$ cat src/hw/rtl/kst_pkg.sv
package kst_pkg;

   // list geometry
   localparam int KEEP_COUNT = 5;
   localparam int DATA_W     = 32;
   localparam int IDX_W      = (KEEP_COUNT > 1) ? $clog2(KEEP_COUNT) : 1;

   // sum of all entries never overflows this width
   localparam int SUM_W      = DATA_W + $clog2(KEEP_COUNT) + 1;

   // divide-by-count unit: DIV_BITS quotient bits per cycle
   localparam int DIV_BITS   = 8;
   localparam int DIV_STEPS  = (SUM_W + DIV_BITS - 1) / DIV_BITS;
   localparam int DIVD_W     = DIV_STEPS * DIV_BITS;
   localparam int STEP_W     = (DIV_STEPS > 1) ? $clog2(DIV_STEPS) : 1;
   localparam int REM_W      = $clog2(KEEP_COUNT + 1);

   // sentinel fill values in mm
   localparam int SENTINEL_BASE_MM = 1000000000;
   localparam int SENTINEL_STEP_MM = 1000;

   // request operation codes
   localparam logic OP_INSERT = 1'b0;
   localparam logic OP_CLEAR  = 1'b1;

   typedef enum logic [2:0] {
      ST_IDLE,
      ST_SCAN,
      ST_DIV_LOAD,
      ST_DIVIDE,
      ST_WRITE
   } state_type;

   // sequencer to list unit
   typedef struct packed {
      logic             start;
      logic             step;
      logic [IDX_W-1:0] idx;
   } list_ctrl_type;

   function automatic logic signed [DATA_W-1:0] sentinel(input logic [IDX_W-1:0] i);
      return DATA_W'(SENTINEL_BASE_MM + SENTINEL_STEP_MM * int'(i));
   endfunction

endpackage

$ cat src/hw/rtl/kst_req_if.sv
interface kst_req_if;
   logic                                valid;
   logic                                ready;
   logic                                operation;
   logic signed [kst_pkg::DATA_W-1:0]   point_x_mm;

   modport source (output valid, output operation, output point_x_mm, input ready);
   modport sink   (input valid, input operation, input point_x_mm, output ready);
endinterface

$ cat src/hw/rtl/kst_rsp_if.sv
interface kst_rsp_if;
   logic                                valid;
   logic                                ready;
   logic signed [kst_pkg::DATA_W-1:0]   avg_min_mm;
   logic signed [kst_pkg::DATA_W-1:0]   smallest_mm;

   modport source (output valid, output avg_min_mm, output smallest_mm, input ready);
   modport sink   (input valid, input avg_min_mm, input smallest_mm, output ready);
endinterface

$ cat src/hw/rtl/k_smallest_tracker.sv
// k_smallest_tracker: keeps the KEEP_COUNT smallest signed distances (mm) seen
// on the request channel, in ascending order.
// Request channel req_chan: operation (insert or clear) and point_x_mm.
// Insert with a nonzero distance places it in sorted order after equal entries,
// dropping the largest; a zero distance leaves the list as is. Clear refills the
// list with sentinels 1e9 + 1000*index.
// Response channel rsp_chan: one response per request with the list mean
// (truncated toward zero) and the smallest entry, after the request applies.
// Timing: an accepted request passes through the scan, divider load, divide and
// write states and then the output register before the response shows valid.
// The list scan takes one compare/swap step per entry, then the mean divider
// produces eight quotient bits per cycle. One request is in work at a time;
// ready is high only when the sequencer is idle, so a new request is taken only
// once the previous one has left the write state.
// The response sits in an output register, so a new request is accepted while
// an earlier response still waits; a finished result waits in the sequencer
// until the output register frees up.
// Reset (synchronous, active high) loads the sentinels and empties the output.
module k_smallest_tracker (
   input logic       clock,
   input logic       reset,
   kst_req_if.sink   req_chan,
   kst_rsp_if.source rsp_chan
);

   kst_pkg::state_type                  state_ff, state_in;
   logic [kst_pkg::IDX_W-1:0]           idx_ff, idx_in;
   kst_pkg::list_ctrl_type              list_ctrl;
   logic                                div_start;
   logic                                div_done;
   logic                                load_out;
   logic                                last_idx;
   logic                                req_accept;
   logic signed [kst_pkg::SUM_W-1:0]    sum;
   logic signed [kst_pkg::DATA_W-1:0]   smallest;
   logic signed [kst_pkg::DATA_W-1:0]   mean;
   logic                                rsp_valid_ff, rsp_valid_in;
   logic signed [kst_pkg::DATA_W-1:0]   avg_ff, smallest_ff;

   assign req_accept = req_chan.valid && req_chan.ready;
   assign last_idx   = (idx_ff == kst_pkg::IDX_W'(kst_pkg::KEEP_COUNT - 1));

   // next state
   always_comb begin
      state_in = state_ff;
      unique case (state_ff)
         kst_pkg::ST_IDLE:     if (req_chan.valid) state_in = kst_pkg::ST_SCAN;
         kst_pkg::ST_SCAN:     if (last_idx) state_in = kst_pkg::ST_DIV_LOAD;
         kst_pkg::ST_DIV_LOAD: state_in = kst_pkg::ST_DIVIDE;
         kst_pkg::ST_DIVIDE:   if (div_done) state_in = kst_pkg::ST_WRITE;
         kst_pkg::ST_WRITE:    if (!rsp_valid_ff || rsp_chan.ready) state_in = kst_pkg::ST_IDLE;
         default:              state_in = kst_pkg::ST_IDLE;
      endcase
   end

   // sequencer outputs
   always_comb begin
      req_chan.ready  = 1'b0;
      list_ctrl.start = 1'b0;
      list_ctrl.step  = 1'b0;
      list_ctrl.idx   = idx_ff;
      div_start       = 1'b0;
      load_out        = 1'b0;
      idx_in          = idx_ff;
      unique case (state_ff)
         kst_pkg::ST_IDLE: begin
            req_chan.ready  = 1'b1;
            list_ctrl.start = req_chan.valid;
            idx_in          = '0;
         end
         kst_pkg::ST_SCAN: begin
            list_ctrl.step = 1'b1;
            idx_in         = last_idx ? '0 : idx_ff + 1'b1;
         end
         kst_pkg::ST_DIV_LOAD: begin
            div_start = 1'b1;
         end
         kst_pkg::ST_DIVIDE: begin
         end
         kst_pkg::ST_WRITE: begin
            load_out = !rsp_valid_ff || rsp_chan.ready;
         end
         default: begin
         end
      endcase
   end

   always_ff @(posedge clock) begin
      if (reset) begin
         state_ff <= kst_pkg::ST_IDLE;
         idx_ff   <= '0;
      end else begin
         state_ff <= state_in;
         idx_ff   <= idx_in;
      end
   end

   kst_list_unit u_list (
      .clock      (clock),
      .reset      (reset),
      .ctrl       (list_ctrl),
      .operation  (req_chan.operation),
      .point_x_mm (req_chan.point_x_mm),
      .sum        (sum),
      .smallest   (smallest)
   );

   kst_divider u_div (
      .clock (clock),
      .reset (reset),
      .start (div_start),
      .sum   (sum),
      .done  (div_done),
      .mean  (mean)
   );

   // output register
   always_comb begin
      rsp_valid_in = rsp_valid_ff;
      if (load_out) begin
         rsp_valid_in = 1'b1;
      end else if (rsp_chan.ready) begin
         rsp_valid_in = 1'b0;
      end
   end

   always_ff @(posedge clock) begin
      if (reset) begin
         rsp_valid_ff <= 1'b0;
      end else begin
         rsp_valid_ff <= rsp_valid_in;
      end
      if (load_out) begin
         avg_ff      <= mean;
         smallest_ff <= smallest;
      end
   end

   assign rsp_chan.valid       = rsp_valid_ff;
   assign rsp_chan.avg_min_mm  = avg_ff;
   assign rsp_chan.smallest_mm = smallest_ff;

   // an accepted request starts the list scan
   a_accept_scan: assert property (@(posedge clock) disable iff (reset)
      req_accept |=> (state_ff == kst_pkg::ST_SCAN))
      else $error("accepted request did not start the scan");

   // divider completion hands over to the write state
   a_div_write: assert property (@(posedge clock) disable iff (reset)
      div_done |=> (state_ff == kst_pkg::ST_WRITE))
      else $error("divider finished but no write followed");

   // a taken response with nothing behind it empties the output register
   a_rsp_drain: assert property (@(posedge clock) disable iff (reset)
      (rsp_chan.valid && rsp_chan.ready && !load_out) |=> !rsp_chan.valid)
      else $error("response repeated");

   // sorted list: the mean never falls below the smallest entry
   a_mean_order: assert property (@(posedge clock) disable iff (reset)
      rsp_chan.valid |-> (rsp_chan.smallest_mm <= rsp_chan.avg_min_mm))
      else $error("mean below smallest entry");

endmodule

$ cat src/hw/rtl/kst_list_unit.sv
module kst_list_unit (
   input  logic                                clock,
   input  logic                                reset,
   input  kst_pkg::list_ctrl_type              ctrl,
   input  logic                                operation,
   input  logic signed [kst_pkg::DATA_W-1:0]   point_x_mm,
   output logic signed [kst_pkg::SUM_W-1:0]    sum,
   output logic signed [kst_pkg::DATA_W-1:0]   smallest
);

   logic signed [kst_pkg::DATA_W-1:0] entries_ff [kst_pkg::KEEP_COUNT];
   logic signed [kst_pkg::DATA_W-1:0] entries_in [kst_pkg::KEEP_COUNT];
   logic signed [kst_pkg::DATA_W-1:0] carry_ff, carry_in;
   logic signed [kst_pkg::SUM_W-1:0]  sum_ff, sum_in;
   logic                              active_ff, active_in;
   logic                              clear_ff, clear_in;
   logic signed [kst_pkg::DATA_W-1:0] cur;
   logic signed [kst_pkg::DATA_W-1:0] new_v;

   // one compare/swap and accumulate per step, walking up the list
   always_comb begin
      entries_in = entries_ff;
      carry_in   = carry_ff;
      active_in  = active_ff;
      clear_in   = clear_ff;
      sum_in     = sum_ff;
      cur        = entries_ff[ctrl.idx];
      new_v      = cur;
      if (ctrl.start) begin
         carry_in  = point_x_mm;
         active_in = (operation == kst_pkg::OP_INSERT) && (point_x_mm != '0);
         clear_in  = (operation == kst_pkg::OP_CLEAR);
         sum_in    = '0;
      end else if (ctrl.step) begin
         if (clear_ff) begin
            new_v = kst_pkg::sentinel(ctrl.idx);
         end else if (active_ff && (carry_ff < cur)) begin
            // new value goes here, displaced entry moves on down
            new_v    = carry_ff;
            carry_in = cur;
         end
         entries_in[ctrl.idx] = new_v;
         sum_in = sum_ff + kst_pkg::SUM_W'(new_v);
      end
   end

   // list storage, reset to sentinels
   always_ff @(posedge clock) begin
      if (reset) begin
         for (int i = 0; i < kst_pkg::KEEP_COUNT; i++) begin
            entries_ff[i] <= kst_pkg::sentinel(kst_pkg::IDX_W'(i));
         end
      end else begin
         entries_ff <= entries_in;
      end
   end

   // working registers
   always_ff @(posedge clock) begin
      if (reset) begin
         active_ff <= 1'b0;
         clear_ff  <= 1'b0;
      end else begin
         active_ff <= active_in;
         clear_ff  <= clear_in;
      end
      carry_ff <= carry_in;
      sum_ff   <= sum_in;
   end

   assign sum      = sum_ff;
   assign smallest = entries_ff[0];

endmodule

$ cat src/hw/rtl/kst_divider.sv
module kst_divider (
   input  logic                                clock,
   input  logic                                reset,
   input  logic                                start,
   input  logic signed [kst_pkg::SUM_W-1:0]    sum,
   output logic                                done,
   output logic signed [kst_pkg::DATA_W-1:0]   mean
);

   logic [kst_pkg::DIVD_W-1:0] dvd_ff, dvd_in;
   logic [kst_pkg::REM_W-1:0]  rem_ff, rem_in;
   logic [kst_pkg::STEP_W-1:0] cnt_ff, cnt_in;
   logic                       busy_ff, busy_in;
   logic                       neg_ff, neg_in;
   logic [kst_pkg::SUM_W-1:0]  mag;
   logic [kst_pkg::REM_W:0]    trial;
   logic [kst_pkg::DATA_W-1:0] quot;

   assign mag = sum[kst_pkg::SUM_W-1] ? kst_pkg::SUM_W'(-sum) : kst_pkg::SUM_W'(sum);

   // restoring division by the list length, DIV_BITS bits per cycle;
   // quotient bits shift into the bottom of the dividend register
   always_comb begin
      dvd_in  = dvd_ff;
      rem_in  = rem_ff;
      cnt_in  = cnt_ff;
      busy_in = busy_ff;
      neg_in  = neg_ff;
      trial   = '0;
      if (start) begin
         dvd_in  = kst_pkg::DIVD_W'(mag);
         rem_in  = '0;
         cnt_in  = '0;
         busy_in = 1'b1;
         neg_in  = sum[kst_pkg::SUM_W-1];
      end else if (busy_ff) begin
         for (int b = 0; b < kst_pkg::DIV_BITS; b++) begin
            trial  = {rem_in, dvd_in[kst_pkg::DIVD_W-1]};
            dvd_in = {dvd_in[kst_pkg::DIVD_W-2:0], 1'b0};
            if (trial >= (kst_pkg::REM_W + 1)'(kst_pkg::KEEP_COUNT)) begin
               rem_in    = kst_pkg::REM_W'(trial - (kst_pkg::REM_W + 1)'(kst_pkg::KEEP_COUNT));
               dvd_in[0] = 1'b1;
            end else begin
               rem_in = trial[kst_pkg::REM_W-1:0];
            end
         end
         cnt_in = cnt_ff + 1'b1;
         if (done) begin
            busy_in = 1'b0;
         end
      end
   end

   always_ff @(posedge clock) begin
      if (reset) begin
         busy_ff <= 1'b0;
      end else begin
         busy_ff <= busy_in;
      end
      dvd_ff <= dvd_in;
      rem_ff <= rem_in;
      cnt_ff <= cnt_in;
      neg_ff <= neg_in;
   end

   assign done = busy_ff && (cnt_ff == kst_pkg::STEP_W'(kst_pkg::DIV_STEPS - 1));

   // sign restore gives truncation toward zero
   assign quot = dvd_ff[kst_pkg::DATA_W-1:0];
   assign mean = neg_ff ? -quot : quot;

endmodule
$ cat src/flat_wrapper.sv
// flat-port wrapper written by rule: the top's interface ports become plain ports
module k_smallest_tracker_flat 
  (clock, reset, req_chan_valid, req_chan_operation, req_chan_point_x_mm, req_chan_ready, rsp_chan_valid, rsp_chan_avg_min_mm, rsp_chan_smallest_mm, rsp_chan_ready);
  kst_req_if req_chan_i ();
  kst_rsp_if rsp_chan_i ();
  input logic clock;
  input logic reset;
  input wire logic [$bits(req_chan_i.valid)-1:0] req_chan_valid;
  input wire logic [$bits(req_chan_i.operation)-1:0] req_chan_operation;
  input wire logic [$bits(req_chan_i.point_x_mm)-1:0] req_chan_point_x_mm;
  output wire logic [$bits(req_chan_i.ready)-1:0] req_chan_ready;
  output wire logic [$bits(rsp_chan_i.valid)-1:0] rsp_chan_valid;
  output wire logic [$bits(rsp_chan_i.avg_min_mm)-1:0] rsp_chan_avg_min_mm;
  output wire logic [$bits(rsp_chan_i.smallest_mm)-1:0] rsp_chan_smallest_mm;
  input wire logic [$bits(rsp_chan_i.ready)-1:0] rsp_chan_ready;
  assign req_chan_i.valid = req_chan_valid;
  assign req_chan_i.operation = req_chan_operation;
  assign req_chan_i.point_x_mm = req_chan_point_x_mm;
  assign req_chan_ready = req_chan_i.ready;
  assign rsp_chan_valid = rsp_chan_i.valid;
  assign rsp_chan_avg_min_mm = rsp_chan_i.avg_min_mm;
  assign rsp_chan_smallest_mm = rsp_chan_i.smallest_mm;
  assign rsp_chan_i.ready = rsp_chan_ready;
  k_smallest_tracker u_core (.clock(clock), .reset(reset), .req_chan(req_chan_i), .rsp_chan(rsp_chan_i));
endmodule
$ cat config.mk
export PLATFORM = sky130hd
export DESIGN_NAME = k_smallest_tracker_flat
export DESIGN_NICKNAME = d
export VERILOG_FILES = /design/src/hw/rtl/kst_pkg.sv /design/src/hw/rtl/kst_req_if.sv /design/src/hw/rtl/kst_rsp_if.sv /design/src/hw/rtl/k_smallest_tracker.sv /design/src/hw/rtl/kst_list_unit.sv /design/src/hw/rtl/kst_divider.sv /design/src/flat_wrapper.sv
export SDC_FILE = /design/constraint.sdc
export NUM_CORES = 1
export LEC_CHECK = 0
export BUFFER_PORTS_ARGS = -buffer_cell sky130_fd_sc_hd__buf_2
export CORE_ASPECT_RATIO = 1.4
export CORE_UTILIZATION = 47
export DETAILED_ROUTE_END_ITERATION = 10
export GPL_ROUTABILITY_DRIVEN = 0
export PLACE_DENSITY = 0.7
export RECOVER_POWER = 25
export SYNTH_ARGS = -nofsm -noshare
export SYNTH_HDL_FRONTEND = slang
export SYNTH_SLANG_ARGS = --single-unit
$ cat constraint.sdc
create_clock -name clock -period 14.55 [get_ports clock]
set_clock_uncertainty 0.05 [all_clocks]
set_input_delay 1.455 -clock clock [delete_from_list [all_inputs] [get_ports clock]]
set_output_delay 1.455 -clock clock [all_outputs]
set_load 0.02 [all_outputs]
==> impl_metrics.py <==
metrics = {
    "logic_synthesis": {
        "netlist.area_leader.share_pct": 23.4,
        "async_flop_share_pct": 0,
        "post_synth.cell_area_avg_sq_um": 9.47,
        "syn_nets": 2089,
        "syn_inst": 1949,
        "ys_top_cells_by_area": "dfxtp_1 (23%), edfxtp_1 (22%), nand2_1 (6.8%), ha_1 (6.6%), a21oi_1 (4.8%)",
        "synth_flop_cell": "dfxtp_1",
        "synth_area_sq_um": 18500,
        "synth-seq-cells": 349,
        "synth_edf_count": 133,
        "yosysTopAreaCell": "dfxtp_1",
        "yosysWarnings": 0,
        "yosysUniqueCellTypes": 74,
        "synth_seq_area_share_pct": 45.0,
    },
    "route": {
        "viasPerCell": 5.84,
        "ant_nets": 0,
        "remaining_drc_errors": 0,
        "drt_wl_total_microns": 47300,
        "vias": 14900,
        "wl_per_cell_microns": 18.5,
        "first_iter_violations": 1214,
        "drtPass1Iterations": 5,
    },
    "worst_setup_path": {
        "crit_arrival_ps": 10970,
        "cp_max_fo": 63,
        "required_ps": 14910,
        "crit_type": "reg -> reg",
        "max_stage_delay_ps": 1420,
        "end_kind": "register",
        "crit_family": "compound AO/OA/AOI/OAI gates",
        "cp_slowest_cell": "clkbuf_1",
        "crit_path_start_kind": "register",
        "cp.buffers_inverters": 2,
        "path_common_cell": "a21oi_1",
    },
    "placed_design": {
        "port_buffers": 102,
        "pre_cts_ws_ps": 5270,
        "place_hpwl_microns": 33800,
    },
    "outcome": {
        "violations": "capacitance limit, slew limit",
        "outcome": "finished with violations",
    },
    "final_layout": {
        "nets": 2142,
        "diodes": 0,
        "area_delta_synth_final_pct": 10.9,
        "drive_gt1_share_pct": 11.6,
    },
    "sta": {
        "relSlewSlack_pct": -180,
        "fmax_ghz": 0.0942,
        "period_needed_ps": 10610,
        "hold_viol": 0,
        "finalMaxSlewViolations": 257,
        "setup_tns_ps": 0,
        "setup_ws_ps": 3940,
        "grt_setup_unrepaired": "false",
        "worst_pin_slew_ps": 4200,
        "setup_viol": 0,
        "period_share_pct": 72.9,
    },
    "clocking": {
        "clk_latency_ps": 550,
        "cts_tree": "yes",
        "cts_buffer_depth": 3,
        "clkTransAtPathRegs_ps": 70,
        "cts_num_sinks": 349,
        "numCtsBuffers": 35,
        "cts_hold_buf": 0,
        "post_cts_resized": 0,
        "cts_setup_buffers": 0,
        "cts.htree.levels": 2,
        "cts-root-buf": "clkbuf_16",
    },
    "global_routing": {
        "grt_use_total_pct": 23.5,
        "grt_pass1_vias": 14000,
        "antenna_found_initial": 0,
        "grt_start_max_net_pins": 89,
        "grt_overflow_total": 0,
        "grt_pass1_wl_microns": 75200,
    },
    "die": {
        "initial_core_util_pct": 47.8,
        "core-area_sq_um": 38600,
        "die_y_microns": 237,
        "rows": 85,
        "die_w_microns": 170,
        "pin_count": 103,
        "dieArea_sq_um": 40100,
    },
    "worst_hold_path": {
        "hold_path_class": "reg -> reg",
    },
    "pwr": {
        "power_density_nw_per_um2": 238,
        "ir_drop_mv": 0.293,
        "p_leak_nw": 8.14,
        "total_power_mw": 4.87,
    },
    "flow_run": {
        "maxCapViolCount": 5,
    },
}
==> sequential cells by signal (all words and copies together) (netlist names) <==
name	count
u_core.u_div.rem_ff	3
u_core.u_list.smallest	32
u_core.idx_ff	3
u_core.u_div.dvd_ff	40
u_core.u_list.active_ff	1
u_core.rsp_chan.avg_min_mm	32
u_core.u_list.entries_ff	128
u_core.u_list.clear_ff	1
u_core.u_div.cnt_ff	3
u_core.u_list.sum	36
u_core.u_div.neg_ff	1
u_core.u_div.busy_ff	1
u_core.rsp_chan.smallest_mm	32
u_core.rsp_chan.valid	1
u_core.u_list.carry_ff	32
u_core.state_ff	3
==> metrics by stage <==
step	cell area (sq um)	util, %	hold slack, ps	instances
floorplan	18500	-	375	1949
global placement	19400	50.3	387	2487
detailed placement	19400	50.3	395	2487
CTS	20500	53.1	405	2551
global route	20500	53.0	415	2551
finish	20500	53.0	403	2551
==> metal layers <==
metal	routed length, microns	share of wire, %	track usage [%]
met5	0	0	0
met4	1620	3.4	9.23
met3	2320	4.9	3.11
met2	23600	50	40.9
met1	19800	42	29.3
==> cell families after synthesis <==
logic type      count (synthesis)  synth area share, %
simple gates                  614                 14.6
compound gates                555                 19.4
flops                         349                 45.0
buf+inv                       170                 3.50
xor+xnor                      104                 4.97
fa+ha+maj                     103                 7.18
mux                            54                 5.24
==> synthesized netlist by cell type, types with 4 or more instances <==
master and instances:
or3_1 15, mux2i_1 16, nor2_1 135, a21o_1 34
inv_1 54, a211o_1 4, nand3_1 14, or2_2 7
nor3b_1 4, xnor2_1 62, dfxtp_1 216, o211ai_1 86
o21a_1 11, or4_1 11, a22oi_1 32, nand4_1 11
buf_1 10, ha_1 98, edfxtp_1 133, a31oi_1 6
o21bai_1 6, nand2_1 333, nand3b_1 5, mux4_2 32
nor4_1 12, o31ai_1 21, nand2b_1 12, and2_1 7
o21ai_0 84, nor3_1 7, clkbuf_1 101, o41ai_1 10
and3_1 7, a211oi_1 53, xor2_1 41, o21ai_1 6
a21oi_1 176, nor2b_1 22, fa_1 5
==> final cells by class <==
cell class / count / area, sq um
clock buffer: 46 / 970
clock inverter: 18 / 110
fill: 3452 / 18100
inverter: 57 / 214
multi-input combinational: 1430 / 9520
sequential: 349 / 8320
tap: 522 / 653
timing repair buffer: 129 / 682
==> worst register-to-register path, delay by kind of cell (launching register included) <==
kind,cells,cell delay [ps]
AOI/OAI and AO/OA,20,5070
adders and majority gates,2,720
buffers and inverters,2,2160
DFF,1,710
muxes,2,610
and+or+nand+nor,3,1130
==> final timing paths <==
| check | startpoint | slack (ps) | to | cells past startpoint |
|---|---|---|---|---|
| setup reg to reg | u_core.idx_ff[1] | 3940 | u_core.u_list.sum[34] | 29 |
| hold reg to reg | u_core.u_list.entries_ff[86] | 400 | u_core.u_list.entries_ff[86] | 2 |
| setup / recovery | u_core.idx_ff[1] | 3940 | u_core.u_list.sum[34] | 29 |
| hold / removal | u_core.u_list.entries_ff[86] | 400 | u_core.u_list.entries_ff[86] | 2 |
==> layout by cell type (no fill, tap or decap), drive strengths merged, types with 11 or more instances in the layout <==
| cell | n |
|---|---|
| o21a | 11 |
| clkinv | 14 |
| nor4 | 12 |
| o211ai | 86 |
| inv | 60 |
| o21ai | 91 |
| nand2b | 12 |
| edfxtp | 133 |
| a21oi | 176 |
| or3 | 15 |
| a21o | 35 |
| nand3 | 14 |
| buf | 116 |
| or4 | 11 |
| clkbuf | 59 |
| nand4 | 11 |
| xnor2 | 63 |
| nand2 | 333 |
| xor2 | 41 |
| mux2i | 17 |
| ha | 98 |
| nor2b | 22 |
| a211oi | 54 |
| a22oi | 32 |
| o31ai | 23 |
| dfxtp | 216 |
| nor2 | 136 |
| mux4 | 32 |
==> power breakdown <==
part / total, mW / internal (mW) / switching, mW
sequential: 1.44 / 1.25 / 0.191
clock: 0.866 / 0.476 / 0.390
combinational: 2.56 / 1.08 / 1.48
Note: power is estimated with default switching activity, not from simulation.
